`config.mk`:
```
export PLATFORM = sky130hd
export DESIGN_NAME = sorted_priority_queue
export DESIGN_NICKNAME = d
export VERILOG_FILES = /design/src/spq_pkg.sv /design/src/sorted_priority_queue.sv /design/src/spq_cell.sv
export SDC_FILE = /design/constraint.sdc
export NUM_CORES = 2
export LEC_CHECK = 0
export BUFFER_PORTS_ARGS = -buffer_cell sky130_fd_sc_hd__buf_2
export CAP_MARGIN = 20
export CELL_PAD_IN_SITES_DETAIL_PLACEMENT = 0
export CELL_PAD_IN_SITES_GLOBAL_PLACEMENT = 1
export CORE_ASPECT_RATIO = 0.6
export CORE_MARGIN = 5
export CORE_UTILIZATION = 45
export CTS_CLUSTER_DIAMETER = 30
export DETAILED_ROUTE_END_ITERATION = 10
export GPL_ROUTABILITY_DRIVEN = 0
export PLACE_DENSITY = 0.78
export SLEW_MARGIN = 20
export SYNTH_ARGS = -nofsm -noshare
export SYNTH_HDL_FRONTEND = slang
export SYNTH_SLANG_ARGS = --single-unit
```
`constraint.sdc`:
```
create_clock -name clk -period 6.45 [get_ports clk]
set_input_delay 0.645 -clock clk [delete_from_list [all_inputs] [get_ports clk]]
set_output_delay 0.645 -clock clk [all_outputs]
set_load 0.01 [all_outputs]
```
`src/spq_pkg.sv`:
```
package spq_pkg;

	localparam int CAPACITY = 16;
	localparam int CNT_BITS = $clog2(CAPACITY + 1);
	localparam int CNT_W    = (CNT_BITS > 5) ? CNT_BITS : 5;
	localparam int OCC_W    = 5;

	localparam logic FUNC_ENQ = 1'b0;
	localparam logic FUNC_DEQ = 1'b1;

	typedef struct packed {
		logic               func;
		logic signed [31:0] item_value;
		logic signed [31:0] item_weight;
	} cmd_t;

	typedef struct packed {
		logic               got_valid;
		logic signed [31:0] got_value;
		logic signed [31:0] got_weight;
		logic               dropped;
		logic [OCC_W-1:0]   occupancy;
	} result_t;

	typedef struct packed {
		logic signed [31:0] value;
		logic signed [31:0] weight;
	} entry_t;

	// operation broadcast combinationally to every cell
	typedef struct packed {
		logic   enq;
		logic   deq;
		entry_t entry;
	} cell_ctl_t;

endpackage

```
`src/sorted_priority_queue.sv`:
```
// Sorted priority queue, CAPACITY value/weight pairs kept in ascending
// signed weight order, equal weights in arrival order.
// Command channel: a word on cmd is taken at a rising edge with start
// high and busy low. busy stays low: one command is taken every cycle.
// func enqueue inserts the pair behind every entry of equal or smaller
// weight, or drops it and flags dropped when the queue is full. func
// dequeue removes the head and returns its value and weight with
// got_valid set; on an empty queue it returns zeros.
// Result channel: one result word per command, on result for exactly one
// cycle with done high, in the cycle after the command was taken
// (throughput 1 word per cycle). The receiver cannot stall;
// a result not taken in its cycle is gone.
// Storage is a row of cells, one per slot; every cell compares its own
// weight with the incoming one in parallel, and each one shifts from its
// left or right neighbor, so the whole row inserts or removes together.
// Reset clears the entry count and done; slot contents are left as is
// and are never read before they are written.
module sorted_priority_queue import spq_pkg::*; (
	input  logic    clk,
	input  logic    arst_n,
	input  logic    start,
	output logic    busy,
	input  cmd_t    cmd,
	output logic    done,
	output result_t result
);

	logic [CNT_W-1:0] count_q;
	logic             done_q;
	result_t          result_q;

	logic      take;
	logic      full;
	logic      empty;
	cell_ctl_t ctl;

	logic   [CAPACITY-1:0] occ;
	logic   [CAPACITY-1:0] mv;
	entry_t [CAPACITY-1:0] cell_entry;

	assign busy  = 1'b0;
	assign take  = start && !busy;
	assign full  = (count_q == CNT_W'(CAPACITY));
	assign empty = (count_q == '0);

	// broadcast the operation; suppress it when it cannot change the row
	assign ctl.enq   = take && (cmd.func == FUNC_ENQ) && !full;
	assign ctl.deq   = take && (cmd.func == FUNC_DEQ) && !empty;
	assign ctl.entry = '{value: cmd.item_value, weight: cmd.item_weight};

	genvar gi;
	generate
		for (gi = 0; gi < CAPACITY; gi++) begin : g_cell
			entry_t left_e;
			entry_t right_e;
			logic   left_m;

			// slots below the count are held
			assign occ[gi] = (CNT_W'(gi) < count_q);

			if (gi == 0) begin : g_head
				assign left_m = 1'b0;
				assign left_e = ctl.entry;
			end else begin : g_body
				assign left_m = mv[gi-1];
				assign left_e = cell_entry[gi-1];
			end

			if (gi == CAPACITY - 1) begin : g_tail
				assign right_e = cell_entry[gi];
			end else begin : g_inner
				assign right_e = cell_entry[gi+1];
			end

			spq_cell u_cell (
				.clk         (clk),
				.ctl         (ctl),
				.occ         (occ[gi]),
				.left_mv     (left_m),
				.left_entry  (left_e),
				.right_entry (right_e),
				.mv          (mv[gi]),
				.entry       (cell_entry[gi])
			);
		end
	endgenerate

	// advance the count
	always_ff @(posedge clk or negedge arst_n) begin
		if (!arst_n) begin
			count_q <= '0;
			done_q  <= 1'b0;
		end else begin
			done_q <= take;
			if (ctl.enq) begin
				count_q <= count_q + CNT_W'(1);
			end else if (ctl.deq) begin
				count_q <= count_q - CNT_W'(1);
			end
		end
	end

	// build the result word from the head cell and the count after the op
	always_ff @(posedge clk) begin
		if (take) begin
			result_q.got_valid  <= ctl.deq;
			result_q.got_value  <= ctl.deq ? cell_entry[0].value : '0;
			result_q.got_weight <= ctl.deq ? cell_entry[0].weight : '0;
			result_q.dropped    <= (cmd.func == FUNC_ENQ) && full;
			if (ctl.enq) begin
				result_q.occupancy <= OCC_W'(count_q + CNT_W'(1));
			end else if (ctl.deq) begin
				result_q.occupancy <= OCC_W'(count_q - CNT_W'(1));
			end else begin
				result_q.occupancy <= OCC_W'(count_q);
			end
		end
	end

	assign done   = done_q;
	assign result = result_q;

endmodule

```
`src/spq_cell.sv`:
```
module spq_cell import spq_pkg::*; (
	input  logic      clk,
	input  cell_ctl_t ctl,
	input  logic      occ,
	input  logic      left_mv,
	input  entry_t    left_entry,
	input  entry_t    right_entry,
	output logic      mv,
	output entry_t    entry
);

	entry_t entry_q;

	// new word lands at or before this slot
	assign mv    = !occ || (entry_q.weight > ctl.entry.weight);
	assign entry = entry_q;

	always_ff @(posedge clk) begin
		if (ctl.enq) begin
			if (left_mv) begin
				entry_q <= left_entry;
			end else if (mv) begin
				entry_q <= ctl.entry;
			end
		end else if (ctl.deq) begin
			entry_q <= right_entry;
		end
	end

endmodule

```
; Word level (Yosys, flattened, before mapping)
; Index checks and enable logic that the tools add are counted.
[classes]
reduce_logical = 58
n_mux = 63
order_cmp = 32
bitwise_logic = 1
eq_ne = 16
add_sub_neg = 2
[op_table]
columns = cell, n
row1 = $mux 64, 61
row2 = $gt 32x32->1, 16
row3 = $ne 3x1->1 const B, 14
row4 = $lt 4x5->1 const A, 8
row5 = $reduce_and 2->1, 16
row6 = $lt 3x5->1 const A, 4
row7 = $logic_not 1->1, 18
row8 = $logic_or 1x1->1, 16
row9 = $lt 1x5->1 const A, 2
row10 = $lt 2x5->1 const A, 2
row11 = $mux 5, 2
row12 = $add 5x1->5 const B, 1
row13 = $eq 5x5->1 const B, 1
row14 = $logic_and 1x1->1, 5
row15 = $logic_not 5->1, 1
row16 = $sub 5x1->5 const B, 1
row17 = $reduce_bool 2->1, 2
row18 = $ne 2x1->1 const B, 1
row19 = $not 1->1, 1
[word_totals]
out_inout_bits = 73
register_bits = 1101
in_bits = 68
wordCells = 211

; Depth between registers and ports, before layout
[logic_depth]
depth_word = 6
mapped_depth = 13
ltp_nobuf = 10

; Hierarchy
; A second synthesis with hierarchy kept.
[hier_totals]
hier_cells = 6739
hier_area_um2 = 69138.8
[modules_own_cells]
columns = module, instances, cells_each, area_per_inst_um2, seq_area_each_um2
row1 = spq_cell, 16, 407, 4119.0, 1921.8
row2 = sorted_priority_queue, 1, 227, 3235.6, 2282.2

; Worst setup path after synthesis
; OpenSTA, ideal clock, no wires.
[synth_timing]
path_kind = input to register
start = in cmd[31] (netlist name)
end = reg g_cell[15].u_cell.entry_q (netlist bit g_cell[15].u_cell.entry[0]), enable pin
setup_slack_ps = -877
stages = 8
required_ps = 5876
setup_ps = 574
arrival_ps = 6753
cell_sequence = clkbuf_1 -> inv_1 -> ha_1 -> nand4_1 -> or2_2 -> nor3_1 -> a21oi_1 -> o21ai_0
[synth_via]
elab_chain_len = 4
word_cells_on_any_way = 6
[synth_lines]
columns = element, line_no
row1 = start: declaration, sorted_priority_queue.sv:23  ; input cmd_t cmd,
row2 = $gt 32x32->1, spq_cell.sv:15  ; assign mv = !occ || (entry_q.weight > ctl.entry.weight);
row3 = $logic_or 1x1->1, spq_cell.sv:15
row4 = $reduce_bool 2->1 (no source line) (*), n/a
row5 = $reduce_and 2->1 (no source line) (*), n/a
row6 = end signal: assignment, spq_cell.sv:21  ; entry_q <= left_entry;
row7 = end signal: assignment, spq_cell.sv:23  ; entry_q <= ctl.entry;
row8 = end signal: assignment, spq_cell.sv:26  ; entry_q <= right_entry;
row9 = end: declaration, spq_cell.sv:12  ; entry_t entry_q;
; Mark *: on every way between the ends. The rest lies on a longest branch, timed or not.
; A chain may end at the register's enable or synchronous reset.

; Worst setup path after layout
[layout_timing]
start = in cmd[23] (netlist name)
end = reg g_cell[1].u_cell.entry_q (netlist bit g_cell[1].u_cell.entry[11]) (data pin)
[layout_via]
elab_chain_len = 4
[layout_lines]
columns = element, line_no
row1 = $gt 32x32->1, spq_cell.sv:15
row2 = $logic_or 1x1->1, spq_cell.sv:15
row3 = $mux 64, spq_cell.sv:20  ; if (left_mv) begin
row4 = $mux 64, spq_cell.sv:19  ; if (ctl.enq) begin
row5 = end signal: assignment, spq_cell.sv:21
row6 = end signal: assignment, spq_cell.sv:23
row7 = end signal: assignment, spq_cell.sv:26
row8 = end: declaration, spq_cell.sv:12
; No other way between the ends.

==> impl_metrics.py <==
metrics = {
    "timing": {
        "setup_viol_count_final": 0,
        "tightest_slew_ns": 1.28,
        "relSlewSlack": 0.139,
        "finalMaxSlewViolations": 0,
        "fin_crit_ns": 5.29,
        "fmax_mhz": 189,
        "fin_ws_ns": 1.16,
        "period_share": 0.820,
        "hold_violations": 0,
        "skew_ns": 0.0442,
        "rsz0062_at_grt": "no",
    },
    "final_layout": {
        "syn_to_final_growth_pct": 14.9,
        "fin_util": 0.522,
        "final_cell_mix": "edfxtp_1, nand2_1, mux2i_1, ha_1, a21oi_1",
        "layout_commonest_cell": "edfxtp_1",
        "final_cells": 8195,
        "drive_above_1_share": 0.105,
        "nNetsFinal": 6708,
        "design_area_um2": 74300,
    },
    "critical_path": {
        "cp_slowest_cell": "nor4_2",
        "cp_data_arrival_time_ns": 5.91,
        "critPathMaxStageDelay_ns": 0.88,
        "crit_family": "simple AND/OR/NAND/NOR gates",
        "path_class": "in -> reg",
        "crit_fanout": 46,
        "path_cells": "buf_2 -> inv_1 -> ha_1 -> nand4_1 -> nor4_2 -> and2_1 -> o311ai_2 -> and4b_1 -> o31ai_4 -> buf_4 -> nand3_1 -> o211ai_1",
        "crit_buf_inv": 3,
        "startpoint_type": "input pin",
        "worstPathRequired_ns": 7.07,
        "cp-end-kind": "flip-flop",
    },
    "clocking": {
        "clock-sinks": 1101,
        "clockBufferDepth": 3,
        "cts-htree-levels": 4,
        "path_clk_slew_ns": 0.05,
        "clk_latency_ns": 0.81,
        "cts_made_buffers": 189,
        "cts_tree": "yes",
        "cts_root_buf": "clkbuf_16",
    },
    "floorplan": {
        "io_pins": 141,
        "rows": 107,
        "coreArea_um2": 142000,
        "die_h_um": 304,
        "start_util": 0.454,
        "die_x_um": 499,
        "die-area_um2": 152000,
    },
    "yosys": {
        "synthDistinctLibCells": 68,
        "synth-seq-area-share": 0.511,
        "synthesis.area_um2": 64700,
        "ys_warn_count": 0,
        "synth_seq_cells": 1101,
        "synth-async-reset-ratio": 0.00545,
        "syn-num-nets": 6688,
        "syn_inst": 6105,
        "synth_edf_count": 1095,
        "syn_area_per_cell_um2": 10.6,
        "ys.flop_type": "edfxtp_1",
    },
    "placed_design": {
        "port_buffers": 139,
        "dp_worst_setup_slack_ns": 0.609,
        "placed_area_um2": 67600,
        "dp.cells": 7839,
        "dp_hpwl_um": 155000,
    },
    "outcome": {
        "status": "finished clean",
    },
    "global_routing": {
        "grt.overflow.total": 0,
        "antenna_found_initial": 21,
        "grt_pass1_vias": 48700,
        "grt_pass1_wl_um": 336000,
        "grt.total_usage": 0.296,
        "grt_max_degree": 242,
    },
    "detailed_routing": {
        "post-route-drc-count": 0,
        "wl_per_cell_um": 28.4,
        "vias": 52300,
        "firstDrtPassIters": 6,
        "drtIter0Drc": 8054,
        "routed_wirelength_um": 233000,
        "avgViaCountPerCell": 6.38,
        "postRouteAntennaNets": 0,
    },
    "power_and_ir_drop": {
        "cellLeakagePower_uw": 0.0299,
        "p_switching_uw": 13000,
        "power_per_cell_area_nw_per_um2": 457,
        "pwr-share-comb": 0.340,
        "p_clk_frac": 0.312,
        "pwr-share-seq": 0.348,
        "finalPower_uw": 33900,
        "internal-power_uw": 21000,
        "irDropWorstVdd_uv": 453,
        "swShare": 0.383,
    },
    "flow_run": {
        "drv_cap": 0,
    },
    "worst_hold_path": {
        "hp-class": "in -> async",
    },
}
==> final cells by class <==
cell class                      instances  area (um^2)
Antenna cell                            4         10.0
Clock buffer                          217         4940
Clock inverter                        133         1710
Fill cell                           12400        68000
Inverter                               66          249
Multi-Input combinational cell       4503        30000
Sequential cell                      1101        33000
Tap cell                             1907         2390
Timing Repair Buffer                  264         2020
==> power groups by stage <==
stage               sequential (uW)  combinational [uW]  clock [uW]
global route                  11900               12200       11000
detailed placement            11900               11200           0
global placement              11800               10900           0
finish                        11800               11500       10600
CTS                           11700               11200       10700
floorplan                     11300                7370           0
==> what timing repair did <==
action	4_1_cts	5_1_grt
endpoints found under the hold margin	6	0
gates resized for setup	0	0
buffers inserted	0	0
hold buffers	1	0
==> cells in the mapped netlist, drive strengths merged, types with 40 or more instances <==
library cell,number,share of area
a21oi,478,0.037
nand4,106,0.010
ha,515,0.10
nor2,242,0.014
edfxtp,1095,0.51
mux2i,571,0.088
nand3,290,0.022
o211ai,277,0.032
clkbuf,350,0.020
nor2b,40,0.0039
a21o,57,0.0066
buf,85,0.0082
inv,66,0.0038
nand2,1046,0.061
and2,68,0.0066
o21ai,577,0.045
==> sequential cells by signal, indices dropped and copies added (netlist names) <==
signal               count
g_cell.u_cell.entry   1024
result                  71
count_q                  5
done                     1
==> final timing paths <==
kind,startpoint,end,slack (ns),cells past startpoint
setup / recovery,cmd[23],g_cell[1].u_cell.entry[11],1.16,12
hold reg to reg,g_cell[15].u_cell.entry[46],g_cell[14].u_cell.entry[46],0.52,2
max in group asynchronous,arst_n,done,6.04,2
hold / removal,arst_n,count_q[0],0.24,2
min in group clk,cmd[64],count_q[4],0.26,2
setup reg to reg,g_cell[0].u_cell.entry[21],g_cell[1].u_cell.entry[11],1.21,10
==> logic make-up (layout without fill, tap and decap cells) <==
| group | count (synthesis) | in the layout | share of synthesized area |
|---|---|---|---|
| adder cells (fa/ha/maj) | 515 | 515 | 0.0996 |
| multiplexers | 604 | 604 | 0.0941 |
| other | 1 | 5 | 0.0000580 |
| AND/OR/NAND/NOR | 1883 | 1883 | 0.128 |
| XOR/XNOR | 2 | 2 | 0.000271 |
| AO/OA/AOI/OAI | 1498 | 1498 | 0.135 |
| buffers and inverters | 501 | 680 | 0.0323 |
| flip-flops | 1101 | 1101 | 0.511 |
==> metal layers <==
metal  GRT usage  part of all wire  wire length, um  vias up
met1       0.469              0.45           105000    25500
met3       0.106              0.15            34300      432
met4      0.0811             0.028             6400       10
met2       0.373              0.37            86800     3323
li1            -                 -                -    23000
met5           0           0.00034               79        -
==> metrics by stage <==
step	setup TNS, ns	hold WS, ns
CTS	0	0.194
global route	0	0.232
detailed placement	0	0.500
global placement	0	0.499
floorplan	-88.98	0.349
finish	0	0.237
Power figures use the tool's default switching activity.
